==> config.mk <==
export PLATFORM = sky130hd
export DESIGN_NAME = dad_front
export DESIGN_NICKNAME = d
export VERILOG_FILES = /design/src/rtl/core/dad_pkg.sv /design/src/rtl/core/dad_front.sv
export SDC_FILE = /design/constraint.sdc
export NUM_CORES = 1
export LEC_CHECK = 0
export ABC_AREA = 0
export BUFFER_PORTS_ARGS = -buffer_cell sky130_fd_sc_hd__clkbuf_2
export CORE_MARGIN = 2
export CORE_UTILIZATION = 40
export CTS_BUF_LIST = sky130_fd_sc_hd__clkbuf_8 sky130_fd_sc_hd__clkbuf_16
export DETAILED_ROUTE_END_ITERATION = 16
export PLACE_DENSITY = 0.65
export SYNTH_ARGS = -nofsm -noshare
export SYNTH_HDL_FRONTEND = slang
export SYNTH_SLANG_ARGS = --single-unit
export TNS_END_PERCENT = 50
==> constraint.sdc <==
create_clock -name clk -period 6.1 [get_ports clk]
set_input_delay 0.305 -clock clk [delete_from_list [all_inputs] [get_ports clk]]
set_output_delay 0.305 -clock clk [all_outputs]
set_load 0.02 [all_outputs]
==> src/rtl/core/dad_pkg.sv <==
// Shared types, constants and helpers for the detector anchor decoder.
package dad_pkg;

  // Fixed-point format of all values (Q16.16)
  localparam int FRAC_BITS  = 16;
  localparam int WIDE_SHIFT = 2 * FRAC_BITS;

  // Anchors per frame; the anchor counter wraps after the last one
  localparam int ANCHORS_PER_FRAME = 8400;

  // Field widths
  localparam int VALUE_W  = 32;
  localparam int POS_W    = 9;
  localparam int CLASS_W  = 8;
  localparam int ANCHOR_W = 16;
  localparam int THR_W    = 17;
  localparam int PAD_W    = 28;
  localparam int INV_W    = 25;
  localparam int BOX_W    = 16;
  localparam int CFG_W    = 28;
  localparam int CFG_IDX_W = 3;

  // Back-end arithmetic widths: 2*c - w - 2*pad fits in 35 bits signed
  localparam int EDGE_W  = 35;
  localparam int SPLIT   = 17;                  // low slice of the edge term
  localparam int HI_W    = EDGE_W - SPLIT;      // signed high slice
  localparam int INVS_W  = INV_W + 1;           // inverse scale as signed
  localparam int PPART_W = (SPLIT + 1) + INVS_W;
  localparam int PEDGE_W = EDGE_W + INVS_W;
  localparam int PSIZE_W = VALUE_W + INVS_W;

  // Queue between front and back; depth must be a power of two
  localparam int QUEUE_DEPTH = 2;
  localparam int QUEUE_PTR_W = $clog2(QUEUE_DEPTH);
  localparam int QUEUE_CNT_W = $clog2(QUEUE_DEPTH + 1);

  // Configuration register indexes
  localparam logic [CFG_IDX_W-1:0] REG_CLASS_COUNT     = 3'd0;
  localparam logic [CFG_IDX_W-1:0] REG_SCORE_THRESHOLD = 3'd1;
  localparam logic [CFG_IDX_W-1:0] REG_PAD_LEFT        = 3'd2;
  localparam logic [CFG_IDX_W-1:0] REG_PAD_TOP         = 3'd3;
  localparam logic [CFG_IDX_W-1:0] REG_INVERSE_SCALE   = 3'd4;

  // Reset values
  localparam logic [CLASS_W-1:0] CLASS_COUNT_RST = 8'd80;
  localparam logic [THR_W-1:0]   THRESHOLD_RST   = 17'd16384;
  localparam logic [INV_W-1:0]   INV_SCALE_RST   = INV_W'(1 << FRAC_BITS);
  localparam logic signed [VALUE_W-1:0] MINUS_ONE = -(VALUE_W'(1) << FRAC_BITS);

  // Configuration registers
  typedef struct packed {
    logic [CLASS_W-1:0]      class_count;
    logic [THR_W-1:0]        score_threshold;
    logic signed [PAD_W-1:0] pad_left;
    logic signed [PAD_W-1:0] pad_top;
    logic [INV_W-1:0]        inverse_scale;
  } cfg_t;

  // One finished anchor that passed the threshold
  typedef struct packed {
    logic signed [VALUE_W-1:0] center_x;
    logic signed [VALUE_W-1:0] center_y;
    logic signed [VALUE_W-1:0] raw_width;
    logic signed [VALUE_W-1:0] raw_height;
    logic [CLASS_W-1:0]        class_index;
    logic signed [VALUE_W-1:0] best_score;
    logic [ANCHOR_W-1:0]       anchor_number;
  } job_t;

  // Shift right rounding toward zero, then saturate to signed 16 bits
  function automatic logic signed [BOX_W-1:0] trunc_sat(input logic signed [63:0] x,
                                                         input int shift);
    logic signed [63:0] bias;
    logic signed [63:0] q;
    logic signed [BOX_W-1:0] r;
    bias = x[63] ? ((64'sd1 <<< shift) - 64'sd1) : 64'sd0;
    q = (x + bias) >>> shift;
    if (q > 64'sd32767) r = 16'sh7fff;
    else if (q < -64'sd32768) r = 16'sh8000;
    else r = q[BOX_W-1:0];
    return r;
  endfunction

endpackage

==> src/rtl/core/dad_front.sv <==
// Front end: takes values, tracks anchor position, box values and best score.
module dad_front (
  input  logic                               clk,
  input  logic                               rst,
  input  logic                               in_valid,
  output logic                               in_stall,
  input  logic signed [dad_pkg::VALUE_W-1:0] value,
  input  dad_pkg::cfg_t                      cfg,
  input  logic                               queue_full,
  output logic                               push,
  output dad_pkg::job_t                      push_job
);

  logic [dad_pkg::POS_W-1:0]          position;
  logic signed [dad_pkg::VALUE_W-1:0] center_x;
  logic signed [dad_pkg::VALUE_W-1:0] center_y;
  logic signed [dad_pkg::VALUE_W-1:0] raw_width;
  logic signed [dad_pkg::VALUE_W-1:0] raw_height;
  logic signed [dad_pkg::VALUE_W-1:0] running_best;
  logic [dad_pkg::CLASS_W-1:0]        running_class;
  logic [dad_pkg::ANCHOR_W-1:0]       anchor_counter;

  logic [dad_pkg::POS_W-1:0]          last_pos;
  logic                               at_last;
  logic                               accept;
  logic                               best_upd;
  logic signed [dad_pkg::VALUE_W-1:0] best_next;
  logic [dad_pkg::CLASS_W-1:0]        class_next;
  logic signed [dad_pkg::VALUE_W-1:0] height_next;
  logic                               pass;

  // Anchor ends at position 3 + class_count
  assign last_pos = dad_pkg::POS_W'(3) + dad_pkg::POS_W'(cfg.class_count);
  assign at_last  = (position >= last_pos);

  // Only the closing value of an anchor can need a queue slot
  assign in_stall = at_last && queue_full;
  assign accept   = in_valid && !in_stall;

  // Score update, first maximum wins
  assign best_upd    = (position > dad_pkg::POS_W'(3)) && (value > running_best);
  assign best_next   = best_upd ? value : running_best;
  assign class_next  = best_upd ? dad_pkg::CLASS_W'(position - dad_pkg::POS_W'(4))
                                : running_class;
  assign height_next = (position == dad_pkg::POS_W'(3)) ? value : raw_height;

  assign pass = $signed({best_next[dad_pkg::VALUE_W-1], best_next}) >=
                $signed({{(dad_pkg::VALUE_W + 1 - dad_pkg::THR_W){1'b0}},
                         cfg.score_threshold});

  assign push = accept && at_last && pass;

  always_comb begin
    push_job.center_x      = center_x;
    push_job.center_y      = center_y;
    push_job.raw_width     = raw_width;
    push_job.raw_height    = height_next;
    push_job.class_index   = class_next;
    push_job.best_score    = best_next;
    push_job.anchor_number = anchor_counter;
  end

  // Anchor control state
  always_ff @(posedge clk) begin
    if (rst) begin
      position       <= '0;
      running_best   <= dad_pkg::MINUS_ONE;
      running_class  <= '0;
      anchor_counter <= '0;
    end else if (accept) begin
      if (at_last) begin
        position      <= '0;
        running_best  <= dad_pkg::MINUS_ONE;
        running_class <= '0;
        if (anchor_counter == dad_pkg::ANCHOR_W'(dad_pkg::ANCHORS_PER_FRAME - 1))
          anchor_counter <= '0;
        else
          anchor_counter <= anchor_counter + dad_pkg::ANCHOR_W'(1);
      end else begin
        position      <= position + dad_pkg::POS_W'(1);
        running_best  <= best_next;
        running_class <= class_next;
      end
    end
  end

  // Box value capture
  always_ff @(posedge clk) begin
    if (accept) begin
      case (position)
        dad_pkg::POS_W'(0): center_x   <= value;
        dad_pkg::POS_W'(1): center_y   <= value;
        dad_pkg::POS_W'(2): raw_width  <= value;
        dad_pkg::POS_W'(3): raw_height <= value;
        default: ;
      endcase
    end
  end

endmodule

After elaboration in Yosys (flattened, before gate mapping)
Cells that the tools add are included.
Word-level totals
  word-level logic and storage cells: 38
  output and inout port bits: 186
  register bits after elaboration: 193
Cells by class
  equal/unequal tests: 4
  magnitude comparators: 4
  reduce and logical (&&, ||, !) cells: 11
  multiplexer cells: 7
  $add $sub $neg: 4
Operators with widths (number)
  two-way mux 32 bit: 3
  >= comparator 32 x 18 -> 1 bit: 1
  greater-than comparator 32 bit: 1
  == test 9 x 2 -> 1 bit (second input constant): 2
  adder 16 x 1 -> 16 bit (second input constant): 1
  == test 16 x 14 -> 1 bit (second input constant): 1
  two-way mux 16 bit: 1
  two-way mux 8 bit: 2
  adder 2 x 8 -> 9 bit (first input constant): 1
  adder 9 x 1 -> 9 bit (second input constant): 1
  == test 9 x 1 -> 1 bit (second input constant): 1
  >= comparator 9 bit: 1
  greater-than comparator 9 x 2 -> 1 bit (second input constant): 1
  logical NOT 9 bit: 1
  two-way mux 9 bit: 1
  AND reduction 2 bit: 4
  subtractor 8 x 3 -> 8 bit (second input constant): 1
  logical AND 1 bit: 5
  logical NOT 1 bit: 1

Depth between registers and ports, before layout
  word-level depth: 7
  gate-level depth with buffers: 19
  gate-level depth less buffers: 17

Worst setup path after synthesis
No wires, ideal clock.
  path kind: flip-flop to output port
  start point: register running_best[29] (netlist bit)
  end point: output port push
  required time: 5795 ps
  path buffers: 2
  arrival: 3990 ps
  cell stages (with the launch flop): 20
  setup slack: 1805 ps
  cells stage by stage: dfxtp_1 inv_1 ha_1 a21o_1 a21o_1 a221oi_1 o31ai_2 o31ai_2 and2_4 buf_6 buf_12 mux2_4 ha_1 a21o_1 a21o_1 a21o_1 a21oi_1 o21ai_0 o211ai_1 mux2i_1
RTL lines
  start: declaration: line dad_front.sv:19  | logic signed [dad_pkg::VALUE_W-1:0] running_best;
  start signal: assignment: line dad_front.sv:67  | running_best <= dad_pkg::MINUS_ONE;
  start signal: assignment: line dad_front.sv:73  | running_best <= dad_pkg::MINUS_ONE;
  start signal: assignment: line dad_front.sv:81  | running_best <= best_next;
  end: declaration: line dad_front.sv:10  | output logic push,

Worst setup path after layout
  start point: register running_best[23] (netlist bit)
  end point: output port push
On the way
  longest elaborated chain between the ends: 5
RTL lines
  greater-than comparator 32 bit: line dad_front.sv:41  | assign best_upd = (position > dad_pkg::POS_W'(3)) && (value > running_best);
  logical AND 1 bit: line dad_front.sv:41
  two-way mux 32 bit (*): line dad_front.sv:42  | assign best_next = best_upd ? value : running_best;
  >= comparator 32 x 18 -> 1 bit (*): line dad_front.sv:47  | assign pass = $signed({best_next[dad_pkg::VALUE_W-1], best_next}) >=
  logical AND 1 bit (*): line dad_front.sv:51  | assign push = accept && at_last && pass;
Every way passes the cells marked *; elsewhere a longest branch is shown, timed or not.

==> results.md <==
- Hold/Removal Path Class: primary input to flop
- CTS Buffer Depth: 2
- CP Max Fanout: 27
- RSZ-0062 raised after global routing: false
- Antenna violations before repair: 0
- Max frequency: 183 MHz
- Fraction of the yosys area taken by sequential cells: 55.9%
- CTS sink count: 193
- Yosys reg bits: 193
- Post-route minimum period: 5470 ps
- Setup Fix Bufs, Post-CTS: 0
- Share of cells above drive strength 1: 36.8%
- Reg2reg end: raw_width[14]
- Setup TNS: 0 ps
- Number of global-route vias before repair: 6296
- Combinational family with the most area after synthesis: compound AO/OA/AOI/OAI gates
- PortBufs: 246
- Root buffer cell: clkbuf_16
- CP Launch Point: running_best[23]
- Slew HR: 32.1%
- Post-synth EDFFs: 128
- R2r setup slk: 2020 ps
- Synth Net Count: 927
- Avg Cell Area, Syn: 12.8 sq um
- Die H: 156 um
- HP Start: rst
- Vias per cell: 5.16
- Status: finished clean
- PwrDens: 256 mW/mm^2
- Hold depth: 2
- Total core area: 0.0226 sq mm
- FF-to-FF path depth: 9
- # IOs: 328
- Worst-skew pair later-pin latency: 440 ps
- Number of max-cap violations: 0
- Synthesized cell area: 0.00921 sq mm
- Nets: 1178
- Initial DRC count: 326
- Worst EP required: 5790 ps
- Async S/R FF share, synth: 0%
- Fin crit share: 89.6%
- Via count: 6533
- Synth Area in Simple Gates: 8.04%
- Grt ovf: 0
- Clock transition at the registers of the reported paths: 80 ps
- Hold Path End: position[0]
- Synth Area in XOR/XNOR: 2.28%
- CTS tree: yes
- Crit path kind: flop to primary output
- Clock buffer count from CTS: 17
- Syn Inst Count: 718
- Post-route ant nets: 0
- ANT cells: 0
- Total iterations of the first detailed-routing run: 4
- Area Growth Syn to Fin: 22.6%
- Total Power: 2.89 mW
- Max VDD drop: 170 uV
- Drt wl/cell: 17.5 um
- Adder-cell share of the synthesized area: 9.10%
- Chip width: 156 um
- Starting density of the core: 40.7%
- Hold_buf cts: 0
- PostCTS Resize Cnt: 0
- Site Rows: 55
- Post-route cell area: 0.0113 sq mm
- Largest net degree at the start of global routing: 41
- Fin. Hold Viols: 0
- Count of pins over their slew limit: 0
- Worst Skew: 20.7 ps
- Placed cell areas: 0.0107 sq mm
- Total wire length: 22.2 mm
- Synth warn: 0
- Top FF cell, synth: edfxtp_1
- First-pass GRT wire length: 34.4 mm
- Worst Tran Pin Value: 1010 ps
- Crit path DAT: 5160 ps
- Die ar.: 0.0243 sq mm
- Post-synthesis compound-gate area fraction: 10.6%
- GRT Total Usage: 18.2%
- Post-synthesis mux area share: 9.84%
- LEAKAGE: 5.09 nW
- Final setup viols: 0
- Worst Setup End Kind: primary output
- Worst r2r src: position[0]
- Final HPWL DP: 15.8 mm
- Startpoint types: flop
- Synth unique cells: 54
- GP Congestion: 0.779
- Drc violations: 0
- CTS H-tree depth: 4
- Fill cells: 2025
-- per-layer routing --
layer  share of wire (%)  track usage (%)  up-vias  wire length, um
met2                  47             30.6      189            10400
li1                    -                -     3198                -
met4                0.79             4.02        0              176
met1                  47             24.3     3135            10500
met5                   0                0        -                0
met3                 5.1             4.00       11             1120
-- layout by cell type (no fill, tap or decap), types with 12 or more instances in the layout --
cell       count
clkbuf_2     246
edfxtp_1     128
inv_1         67
ha_1          67
dfxtp_1       65
nor2_1        36
mux2_4        35
mux2_2        32
nand2_1       29
a21oi_1       28
a22o_1        23
nand3_1       17
clkbuf_16     17
o21ai_0       16
nand4_1       16
a2bb2oi_1     15
xor2_1        12
xnor2_1       12
-- where the power goes --
part / switching (mW) / leakage [nW] / internal, mW
Combinational: 0.200 / 3.07 / 0.0982
Clock: 0.541 / 0.290 / 0.586
Sequential: 0.0132 / 1.72 / 1.45
-- cells by family (layout without fill, tap and decap cells) --
| group | count (synthesis) | in the layout |
|---|---|---|
| simple gates | 145 | 145 |
| compound gates | 134 | 134 |
| fa+ha+maj | 67 | 67 |
| flops | 193 | 193 |
| xor+xnor | 24 | 24 |
| mux | 69 | 69 |
| buf+inv | 86 | 350 |
-- per-stage QoR --
step / utilization, % / hold WS (ps) / worst slack, ps / instances
global placement: 47.2 / 443 / 1000 / 1235
global route: 49.9 / 153 / 294 / 1267
finish: 49.9 / 150 / 632 / 1267
CTS: 49.9 / 127 / 546 / 1267
floorplan: - / 374 / 1810 / 718
detailed placement: 47.2 / 446 / 924 / 1235
-- worst max-delay path, cell delays in order, from the launching register on --
cell and delay (ps):
dfxtp_1 360, inv_1 70, ha_1 310, nand4_1 170, or4_4 610, o211ai_1 320
nor2_1 80, nand4_1 220, and2_4 540, mux2_4 360, ha_1 290, a21o_1 180
a21o_1 170, a21o_1 180, a21oi_1 180, o21ai_0 190, o211ai_1 210, mux2i_1 90
clkbuf_2 180
-- worst max path at each step --
| stage | endpoint | cells after the start | slack [ps] |
|---|---|---|---|
| final | push | 18 | 630 |
| after global routing | push | 18 | 290 |
| after CTS | push | 18 | 550 |
| after detailed placement | push | 18 | 920 |
| after global placement | push | 18 | 1000 |
| after floorplan | push | 19 | 1810 |
-- synthesized netlist by cell type, types with 8 or more instances --
master | number | area share (%)
a21o_1 | 10 | 0.82
a21oi_1 | 28 | 1.5
a22o_1 | 23 | 2.2
a2bb2oi_1 | 15 | 1.4
and3_1 | 9 | 0.61
buf_2 | 8 | 0.43
dfxtp_1 | 65 | 14
edfxtp_1 | 128 | 42
ha_1 | 67 | 9.1
inv_1 | 67 | 2.7
mux2_2 | 32 | 3.9
mux2_4 | 35 | 5.7
nand2_1 | 29 | 1.2
nand3_1 | 17 | 0.92
nand4_1 | 16 | 1.1
nor2_1 | 36 | 1.5
nor4_1 | 11 | 0.75
o21ai_0 | 16 | 0.87
xnor2_1 | 12 | 1.1
xor2_1 | 12 | 1.1
-- sequential cells by signal (all words and copies together) (netlist names) --
name / cells
center_x: 32
center_y: 32
raw_height: 32
raw_width: 32
running_best: 32
anchor_counter: 16
position: 9
running_class: 8
-- final cells by class --
cell class / instances / area, sq um / share of cell area (%)
timing repair buffer: 251 / 1270 / 11.2
clock inverter: 15 / 168 / 1.49
inverter: 67 / 251 / 2.23
multi-input combinational: 439 / 3670 / 32.5
tap: 285 / 357 / 3.16
clock buffer: 17 / 425 / 3.77
sequential: 193 / 5140 / 45.6
(Power assumes the default switching activity.)
