File: config.mk
export PLATFORM = sky130hd
export DESIGN_NAME = dad_queue
export DESIGN_NICKNAME = d
export VERILOG_FILES = /design/src/rtl/core/dad_pkg.sv /design/src/rtl/core/dad_queue.sv
export SDC_FILE = /design/constraint.sdc
export NUM_CORES = 1
export LEC_CHECK = 0
export ABC_CLOCK_PERIOD_IN_PS = 13550
export BUFFER_PORTS_ARGS = -buffer_cell sky130_fd_sc_hd__buf_2
export CORE_MARGIN = 5
export CORE_UTILIZATION = 45
export DETAILED_ROUTE_END_ITERATION = 12
export MAX_ROUTING_LAYER = met4
export PLACE_DENSITY = 0.7
export SYNTH_ARGS = -nofsm -noshare
export SYNTH_HDL_FRONTEND = slang
export SYNTH_SLANG_ARGS = --single-unit
File: constraint.sdc
create_clock -name clk -period 13.55 [get_ports clk]
set_clock_uncertainty 0.15 [all_clocks]
set_input_delay 2.71 -clock clk [delete_from_list [all_inputs] [get_ports clk]]
set_output_delay 2.71 -clock clk [all_outputs]
set_load 0.01 [all_outputs]
File: src/rtl/core/dad_pkg.sv
// Shared types, constants and helpers for the detector anchor decoder.
package dad_pkg;

  // Fixed-point format of all values (Q16.16)
  localparam int FRAC_BITS  = 16;
  localparam int WIDE_SHIFT = 2 * FRAC_BITS;

  // Anchors per frame; the anchor counter wraps after the last one
  localparam int ANCHORS_PER_FRAME = 8400;

  // Field widths
  localparam int VALUE_W  = 32;
  localparam int POS_W    = 9;
  localparam int CLASS_W  = 8;
  localparam int ANCHOR_W = 16;
  localparam int THR_W    = 17;
  localparam int PAD_W    = 28;
  localparam int INV_W    = 25;
  localparam int BOX_W    = 16;
  localparam int CFG_W    = 28;
  localparam int CFG_IDX_W = 3;

  // Back-end arithmetic widths: 2*c - w - 2*pad fits in 35 bits signed
  localparam int EDGE_W  = 35;
  localparam int SPLIT   = 17;                  // low slice of the edge term
  localparam int HI_W    = EDGE_W - SPLIT;      // signed high slice
  localparam int INVS_W  = INV_W + 1;           // inverse scale as signed
  localparam int PPART_W = (SPLIT + 1) + INVS_W;
  localparam int PEDGE_W = EDGE_W + INVS_W;
  localparam int PSIZE_W = VALUE_W + INVS_W;

  // Queue between front and back; depth must be a power of two
  localparam int QUEUE_DEPTH = 2;
  localparam int QUEUE_PTR_W = $clog2(QUEUE_DEPTH);
  localparam int QUEUE_CNT_W = $clog2(QUEUE_DEPTH + 1);

  // Configuration register indexes
  localparam logic [CFG_IDX_W-1:0] REG_CLASS_COUNT     = 3'd0;
  localparam logic [CFG_IDX_W-1:0] REG_SCORE_THRESHOLD = 3'd1;
  localparam logic [CFG_IDX_W-1:0] REG_PAD_LEFT        = 3'd2;
  localparam logic [CFG_IDX_W-1:0] REG_PAD_TOP         = 3'd3;
  localparam logic [CFG_IDX_W-1:0] REG_INVERSE_SCALE   = 3'd4;

  // Reset values
  localparam logic [CLASS_W-1:0] CLASS_COUNT_RST = 8'd80;
  localparam logic [THR_W-1:0]   THRESHOLD_RST   = 17'd16384;
  localparam logic [INV_W-1:0]   INV_SCALE_RST   = INV_W'(1 << FRAC_BITS);
  localparam logic signed [VALUE_W-1:0] MINUS_ONE = -(VALUE_W'(1) << FRAC_BITS);

  // Configuration registers
  typedef struct packed {
    logic [CLASS_W-1:0]      class_count;
    logic [THR_W-1:0]        score_threshold;
    logic signed [PAD_W-1:0] pad_left;
    logic signed [PAD_W-1:0] pad_top;
    logic [INV_W-1:0]        inverse_scale;
  } cfg_t;

  // One finished anchor that passed the threshold
  typedef struct packed {
    logic signed [VALUE_W-1:0] center_x;
    logic signed [VALUE_W-1:0] center_y;
    logic signed [VALUE_W-1:0] raw_width;
    logic signed [VALUE_W-1:0] raw_height;
    logic [CLASS_W-1:0]        class_index;
    logic signed [VALUE_W-1:0] best_score;
    logic [ANCHOR_W-1:0]       anchor_number;
  } job_t;

  // Shift right rounding toward zero, then saturate to signed 16 bits
  function automatic logic signed [BOX_W-1:0] trunc_sat(input logic signed [63:0] x,
                                                         input int shift);
    logic signed [63:0] bias;
    logic signed [63:0] q;
    logic signed [BOX_W-1:0] r;
    bias = x[63] ? ((64'sd1 <<< shift) - 64'sd1) : 64'sd0;
    q = (x + bias) >>> shift;
    if (q > 64'sd32767) r = 16'sh7fff;
    else if (q < -64'sd32768) r = 16'sh8000;
    else r = q[BOX_W-1:0];
    return r;
  endfunction

endpackage

File: src/rtl/core/dad_queue.sv
// Small FIFO of finished anchors between the front and back ends.
module dad_queue (
  input  logic          clk,
  input  logic          rst,
  input  logic          push,
  input  dad_pkg::job_t push_job,
  output logic          full,
  input  logic          pop,
  output logic          not_empty,
  output dad_pkg::job_t pop_job
);

  dad_pkg::job_t                   slots [dad_pkg::QUEUE_DEPTH];
  logic [dad_pkg::QUEUE_PTR_W-1:0] wr_ptr;
  logic [dad_pkg::QUEUE_PTR_W-1:0] rd_ptr;
  logic [dad_pkg::QUEUE_CNT_W-1:0] count;
  logic                            do_push;
  logic                            do_pop;

  assign full      = (count == dad_pkg::QUEUE_CNT_W'(dad_pkg::QUEUE_DEPTH));
  assign not_empty = (count != '0);
  assign do_push   = push && !full;
  assign do_pop    = pop && not_empty;
  assign pop_job   = slots[rd_ptr];

  // Pointers and fill count
  always_ff @(posedge clk) begin
    if (rst) begin
      wr_ptr <= '0;
      rd_ptr <= '0;
      count  <= '0;
    end else begin
      if (do_push) wr_ptr <= wr_ptr + dad_pkg::QUEUE_PTR_W'(1);
      if (do_pop)  rd_ptr <= rd_ptr + dad_pkg::QUEUE_PTR_W'(1);
      if (do_push && !do_pop)
        count <= count + dad_pkg::QUEUE_CNT_W'(1);
      else if (do_pop && !do_push)
        count <= count - dad_pkg::QUEUE_CNT_W'(1);
    end
  end

  // Entry storage
  always_ff @(posedge clk) begin
    if (do_push) slots[wr_ptr] <= push_job;
  end

endmodule

=== Word-level counts from Yosys, hierarchy flattened ===
Memories as Yosys holds them, arrays and structs flattened. A register that Yosys moved wholly into a read port is not among the register bits.
Index checks and enable logic that the tools add are counted.

* Register bits: 4
* Latch bits: 0
* Memory bits (writable): 368
* ROM bits: 0
* Bits of input ports: 188
* Output and inout port bits: 186
* Word-level logic and storage cells: 24
* Memories kept: 1

{| class="wikitable"
|+ Memory list
! memory !! depth !! bits a word !! rd ports !! clocked after Yosys merged registers in !! wr ports !! RTL line !! RTL
|-
| slots || 2 || 184 || 1 || 1 || 1 || dad_queue.sv:13 || <nowiki>dad_pkg::job_t slots [dad_pkg::QUEUE_DEPTH];</nowiki>
|}

* Add/sub/neg operators: 4
* Multipliers: 0
* Divide/modulo/power cells: 0
* $lt $le $gt $ge: 0
* Eq/ne operators: 1
* Shift operators: 0
* Muxes and demuxes: 6
* Bitwise logic cells: 0
* Reductions and logical operators: 9

{| class="wikitable"
|+ Operators by type and width
! operator !! number
|-
| $logic_and A1 B1 Y1 || 4
|-
| $mux W1 || 4
|-
| $mux W2 || 2
|-
| $reduce_bool A2 Y1 || 2
|-
| $logic_not A1 Y1 || 3
|-
| $add A1 B1 Y1 const B || 2
|-
| $add A2 B1 Y2 const B || 1
|-
| $eq A2 B2 Y1 const B || 1
|-
| $sub A2 B1 Y2 const B || 1
|}

=== Logic depth before layout (Yosys ltp) ===
Gate-level depths: netlist of the first run.

* Word-level depth: 7
* Depth in mapped cells: 6
* Depth with buffers taken out: 6

=== Worst setup path before layout of the first run ===
OpenSTA, ideal clock, no wires.

* Path type: in2reg
* Start: in push
* End: mem slots[1][0] (netlist name) (enable)
* Library setup time: 0.567 ns
* Arrival time: 7.103 ns
* Required time: 12.833 ns
* Setup slack: 5.729 ns
* Cell stages on the path: 3
* Path buffers: 0
* Path through: inv_1 > nor2_1 > and2_1

* Longest elaborated chain between the ends: 3

{| class="wikitable"
|+ Ends and longest elaborated chain
! item !! RTL line !! RTL
|-
| start: declaration || dad_queue.sv:5 || <nowiki>input logic push,</nowiki>
|-
| $logic_and A1 B1 Y1 || dad_queue.sv:22 || <nowiki>assign do_push = push && !full;</nowiki>
|-
| net do_push || dad_queue.sv:17 || <nowiki>logic do_push;</nowiki>
|-
| $mux W1 || dad_queue.sv:44 || <nowiki>if (do_push) slots[wr_ptr] <= push_job;</nowiki>
|-
| $mux W1 (implied by the code) || dad_queue.sv:44 ||
|-
| end: declaration || dad_queue.sv:13 ||
|}

The timed path passes the listed nets, and every way through them passes these cells.

==> flow_metrics.env, run 1 <==
export IMPL_post_route_drc_count=0
export IMPL_syn2layout_area_growth_pct=24.67
export IMPL_final_cell_mix="buf_2, edfxtp_1, mux2_2"
export IMPL_crit_chain="buf_4 > mux2_2 > buf_2"
export IMPL_fmax_mhz=172.9
export IMPL_setup_tns_final_ns=0
export IMPL_irDropWorstVdd_v=0.0001200
export IMPL_whs_ns=0.3493
export IMPL_grt_pass1_wl_mm=41.79
export IMPL_fillers=2308
export IMPL_crit_path_end_kind="output pin"
export IMPL_vias_per_cell=4.865
export IMPL_hold_viol=0
export IMPL_grt_max_degree=76
export IMPL_clkTransAtPathRegs_ns=0.06
export IMPL_period_minus_slack_ns=5.784
export IMPL_synth_area_leader_cell="edfxtp_1"
export IMPL_initial_utilization_pct=45.59
export IMPL_dr_pass1_iters=4
export IMPL_post_route_util_pct=56.84
export IMPL_postRouteAntennaNets=0
export IMPL_hp_class="register to register"
export IMPL_coreArea_mm2=0.02972
export IMPL_wirelength_mm=28.09
export IMPL_cts_hold_fix_buffers=0
export IMPL_io_buffer_count=373
export IMPL_grt_util_all_layers_pct=16.49
export IMPL_outcome="finished clean"
export IMPL_critPathMaxStageDelay_ns=0.97
export IMPL_worstSetupStartpointType="register"
export IMPL_arrival_ns=2.92
export IMPL_cts_tree="yes"
export IMPL_placedCellCount=1346
export IMPL_power_density_mw_per_mm2=188.6
export IMPL_synth_seq_cells=373
export IMPL_cts_num_sinks=373
export IMPL_die_area_mm2=0.03368
export IMPL_rsz0062_at_grt="no"
export IMPL_ys_warnings_count=0
export IMPL_tightest_slew_ns=1.046
export IMPL_final_setup_viol_count=0
export IMPL_grt_antenna_before_repair=8
export IMPL_netlist_top_cells_area="edfxtp_1, mux2_2, buf_6"
export IMPL_postCtsSetupBuffers=0
export IMPL_gr_total_overflow=0
export IMPL_hpwl_mm=18.84
export IMPL_finalCritPeriodShare_pct=42.69
export IMPL_instances_no_fill=1420
export IMPL_cts_root_buf="clkbuf_16"
export IMPL_initialDrtViolationCount=316
export IMPL_netlist_instances=597
export IMPL_nets=1185
export IMPL_drive_above_1_share_pct=60.14
export IMPL_cts_buffers=38
export IMPL_postSynthAreaPerCell_um2=22.69
export IMPL_slew_violations=0
export IMPL_p_leak_nw=6.250
export IMPL_max_slew_margin_pct=30.25
export IMPL_critPathRequiredTime_ns=10.69
export IMPL_insertion_delay_ns=0.50
export IMPL_synthDistinctLibCells=16
export IMPL_htreeDepth=2
export IMPL_layout_commonest_cell="buf_2"
export IMPL_die_h_um=183.5
export IMPL_syn_cell_area_mm2=0.01355
export IMPL_grt_pass1_vias=7449
export IMPL_synth_top_area_share_pct=81.57
export IMPL_placementRows=63
export IMPL_place_congestion=0.7627
export IMPL_post_cts_resized=0
export IMPL_synth_fp_nets=786
export IMPL_cap_viol_max_count=0
export IMPL_clock_path_buffers=3
export IMPL_post_drt_wl_per_cell_um=19.78
export IMPL_io_pins=374
export IMPL_slowest_stage="dfxtp_4"
export IMPL_critPathMaxFanout=68
export IMPL_path_class="register to output pin"
export IMPL_via_count=6909
export IMPL_die_w_um=183.5
export IMPL_ys_seq_area_share_pct=82.31
## cells in the mapped netlist
master / n
buf_2: 2
and2_1: 1
mux2_2: 184
dfxtp_1: 5
a21oi_1: 2
nor2_1: 4
nor2b_2: 1
xor2_1: 3
or2_2: 1
or3_1: 2
edfxtp_1: 368
inv_1: 2
buf_6: 16
buf_4: 2
ha_1: 1
o21ai_0: 3
## per-stage QoR
stage | area (um2) | setup WS, ns | power (mW)
floorplan | 13550 | 5.729 | 2.024
CTS | 16870 | 7.712 | 3.229
global placement | 15750 | 8.243 | 2.272
global route | 16890 | 7.638 | 3.331
finish | 16890 | 7.766 | 3.185
detailed placement | 15750 | 8.256 | 2.282
## logic make-up after synthesis
family	after synthesis	share of synthesized area [%]
flops	373	82.31
mux	184	15.29
buf+inv	22	1.570
simple gates	9	0.3602
compound gates	5	0.1847
xor+xnor	3	0.1940
fa+ha+maj	1	0.09234
## metal layers
metal | track usage, % | routed length, um | up-vias
li1 | - | - | 3199
met1 | 19.25 | 10730 | 3388
met2 | 27.20 | 14050 | 280
met3 | 6.074 | 2734 | 42
met4 | 4.410 | 578 | 0
met5 | - | 0 | -
## registers in the layout (all words and copies together) (netlist names), named ones only
name and flops:
rd_ptr 1, count 2, slots 368, wr_ptr 1
## critical path, delay by kind of cell, from the launching register on
family | cells | cell delay [ns]
buffers and inverters | 2 | 0.92
DFF | 1 | 0.97
muxes | 1 | 0.42
## path summary, 6_finish.rpt
| kind | start | end | slack, ns | cells after the start |
|---|---|---|---|---|
| worst max-delay path | register | pop_job[45] | 7.77 | 3 |
| worst min register to register | wr_ptr | wr_ptr | 0.35 | 2 |
| worst max register to register | count[1] | slots[0][141] | 10.69 | 4 |
| worst min-delay path | wr_ptr | wr_ptr | 0.35 | 2 |
## power breakdown
group | internal (mW) | switching [mW] | total (mW)
logic | 0.337 | 0.396 | 0.733
clock network | 0.546 | 0.394 | 0.940
registers | 1.45 | 0.0615 | 1.51
## final cells by class
| cell class | count | area (um2) | area share (%) |
|---|---|---|---|
| Multi-Input combinational cell | 202 | 2187 | 12.95 |
| Tap cell | 390 | 488.0 | 2.889 |
| Antenna cell | 9 | 22.52 | 0.1333 |
| Inverter | 2 | 12.51 | 0.07408 |
| Clock inverter | 14 | 92.59 | 0.5482 |
| Timing Repair Buffer | 379 | 1912 | 11.32 |
| Sequential cell | 373 | 11150 | 66.04 |
| Clock buffer | 51 | 1021 | 6.045 |
No activity file was read; power rests on OpenSTA's default activity.
==> run 2: changes to the inputs <==
--- a/config.mk
+++ b/config.mk
@@ -5,7 +5,7 @@
 export SDC_FILE = /design/constraint.sdc
 export NUM_CORES = 1
 export LEC_CHECK = 0
-export ABC_CLOCK_PERIOD_IN_PS = 13550
+export ABC_CLOCK_PERIOD_IN_PS = 5700
 export BUFFER_PORTS_ARGS = -buffer_cell sky130_fd_sc_hd__buf_2
 export CORE_MARGIN = 5
 export CORE_UTILIZATION = 45
==> constraint.sdc (replaced) <==
create_clock -name clk -period 5.7 [get_ports clk]
set_clock_uncertainty 0.15 [all_clocks]
set_input_delay 1.14 -clock clk [delete_from_list [all_inputs] [get_ports clk]]
set_output_delay 1.14 -clock clk [all_outputs]
set_load 0.01 [all_outputs]
==> flow_metrics.env, run 2 (synthesized netlist as in run 1, its figures left out) <==
export IMPL_coreArea_mm2=0.02972
export IMPL_slowest_stage="dfxtp_4"
export IMPL_cts_buffers=38
export IMPL_cap_viol_max_count=0
export IMPL_outcome="finished clean"
export IMPL_p_sw_mw=2.051
export IMPL_final_setup_viol_count=0
export IMPL_setup_tns_final_ns=0
export IMPL_grt_pass1_vias=7388
export IMPL_top_regs="slots (368), count (2)"
export IMPL_die_w_um=183.5
export IMPL_instances_no_fill=1427
export IMPL_sequentialPowerShare_pct=44.6
export IMPL_critPathRequiredTime_ns=4.41
export IMPL_grt_util_all_layers_pct=16.26
export IMPL_whs_ns=0.3632
export IMPL_period_minus_slack_ns=3.694
export IMPL_post_route_drc_count=0
export IMPL_slew_violations=0
export IMPL_placedCellCount=1346
export IMPL_gr_total_overflow=0
export IMPL_critPathMaxStageDelay_ns=0.65
export IMPL_syn2layout_area_growth_pct=26.72
export IMPL_max_slew_margin_pct=47.10
export IMPL_cts_root_buf="clkbuf_16"
export IMPL_initialDrtViolationCount=325
export IMPL_hp_class="register to register"
export IMPL_place_congestion=0.7687
export IMPL_grt_max_degree=114
export IMPL_intPower_mw=5.929
export IMPL_p_comb_share_pct=22.4
export IMPL_grt_pass1_wl_mm=41.11
export IMPL_vias_per_cell=4.854
export IMPL_dr_pass1_iters=4
export IMPL_p_leak_nw=6.367
export IMPL_nets=1185
export IMPL_layout_commonest_cell="buf_2"
export IMPL_clkPwrFrac_pct=33.0
export IMPL_crit_path_end_kind="output pin"
export IMPL_via_count=6927
export IMPL_critPathMaxFanout=113
export IMPL_path_class="register to output pin"
export IMPL_die_h_um=183.5
export IMPL_swShare_pct=25.71
export IMPL_grt_antenna_before_repair=14
export IMPL_rsz0062_at_grt="no"
export IMPL_drive_above_1_share_pct=60.80
export IMPL_htreeDepth=2
export IMPL_arrival_ns=2.40
export IMPL_largest_register="slots"
export IMPL_crit_chain="buf_12 > mux2_2 > buf_2"
export IMPL_initial_utilization_pct=45.59
export IMPL_clock_path_buffers=3
export IMPL_cts_num_sinks=373
export IMPL_cts_tree="yes"
export IMPL_power_density_mw_per_mm2=464.9
export IMPL_hold_viol=0
export IMPL_tightest_slew_ns=0.7919
export IMPL_postRouteAntennaNets=0
export IMPL_fmax_mhz=270.7
export IMPL_largest_reg_flops=368
export IMPL_wirelength_mm=27.82
export IMPL_io_buffer_count=373
export IMPL_die_area_mm2=0.03368
export IMPL_worstSetupStartpointType="register"
export IMPL_io_pins=374
export IMPL_post_cts_resized=0
export IMPL_finalCritPeriodShare_pct=64.81
export IMPL_postCtsSetupBuffers=0
export IMPL_cts_hold_fix_buffers=0
export IMPL_clkTransAtPathRegs_ns=0.06
export IMPL_placementRows=63
export IMPL_final_cell_mix="buf_2, edfxtp_1, mux2_2"
export IMPL_hpwl_mm=18.19
export IMPL_irDropWorstVdd_v=0.0003282
export IMPL_post_drt_wl_per_cell_um=19.49
export IMPL_insertion_delay_ns=0.50
[run 2: cell types whose count changed in the layout (fill, tap and decap cells not counted)]
| cell | previous run | this run |
|---|---|---|
| diode_2 | 9 | 14 |
| inv_6 | 2 | 0 |
| clkbuf_1 | 12 | 9 |
| clkinvlp_4 | 1 | 2 |
| clkbuf_16 | 39 | 41 |
| buf_4 | 6 | 3 |
| bufinv_16 | 1 | 8 |
| buf_12 | 0 | 3 |
| clkinv_1 | 7 | 4 |
[run 2: path summary, 6_finish.rpt]
path | start | endpoint | slack [ns] | cells after the start
min | rd_ptr | rd_ptr | 0.36 | 2
max reg2reg | count[0] | slots[0][121] | 3.02 | 4
min reg2reg | rd_ptr | rd_ptr | 0.36 | 2
max | register | pop_job[1] | 2.01 | 3
[run 2: power groups by stage]
stage | Clock, mW | Combinational, mW | Sequential (mW)
6_report | 2.64 | 1.79 | 3.56
5_1_grt | 2.83 | 1.93 | 3.59
4_1_cts | 2.71 | 1.83 | 3.56
2_1_floorplan | 0 | 1.19 | 3.59
3_5_place_dp | 0 | 1.82 | 3.62
3_3_place_gp | 0 | 1.82 | 3.60
[run 2: stage by stage]
step	power (mW)	utilization, %	setup slack [ns]	area (um2)
global route	8.347	57.77	1.897	17170
floorplan	4.781	-	1.073	13550
detailed placement	5.435	53.13	2.184	15790
finish	7.981	57.77	2.006	17170
global placement	5.419	53.13	2.199	15790
CTS	8.101	57.65	1.977	17130
[run 2: worst max-delay path, delay by kind of cell, from the launching register on]
| family | cells | cell delay, ns |
|---|---|---|
| flops | 1 | 0.65 |
| mux | 1 | 0.44 |
| buf+inv | 2 | 0.65 |
[run 2: layer usage]
| layer | global-route usage, % | routed length (um) | vias to the layer above |
|---|---|---|---|
| li1 | - | - | 3207 |
| met1 | 18.97 | 10740 | 3374 |
| met2 | 25.77 | 13350 | 294 |
| met3 | 6.806 | 3004 | 52 |
| met4 | 5.244 | 726 | 0 |
| met5 | - | 0 | - |
[run 2: layout make-up]
type / instances / area [um2]
fillers: 2311 / 12550
flip-flops and latches: 373 / 11150
multi-input cells: 202 / 2187
repair buffers: 379 / 1949
clock buffers: 50 / 1060
well taps: 390 / 488.0
clock inverters: 17 / 282.8
diodes: 14 / 35.03
inverters: 2 / 11.26
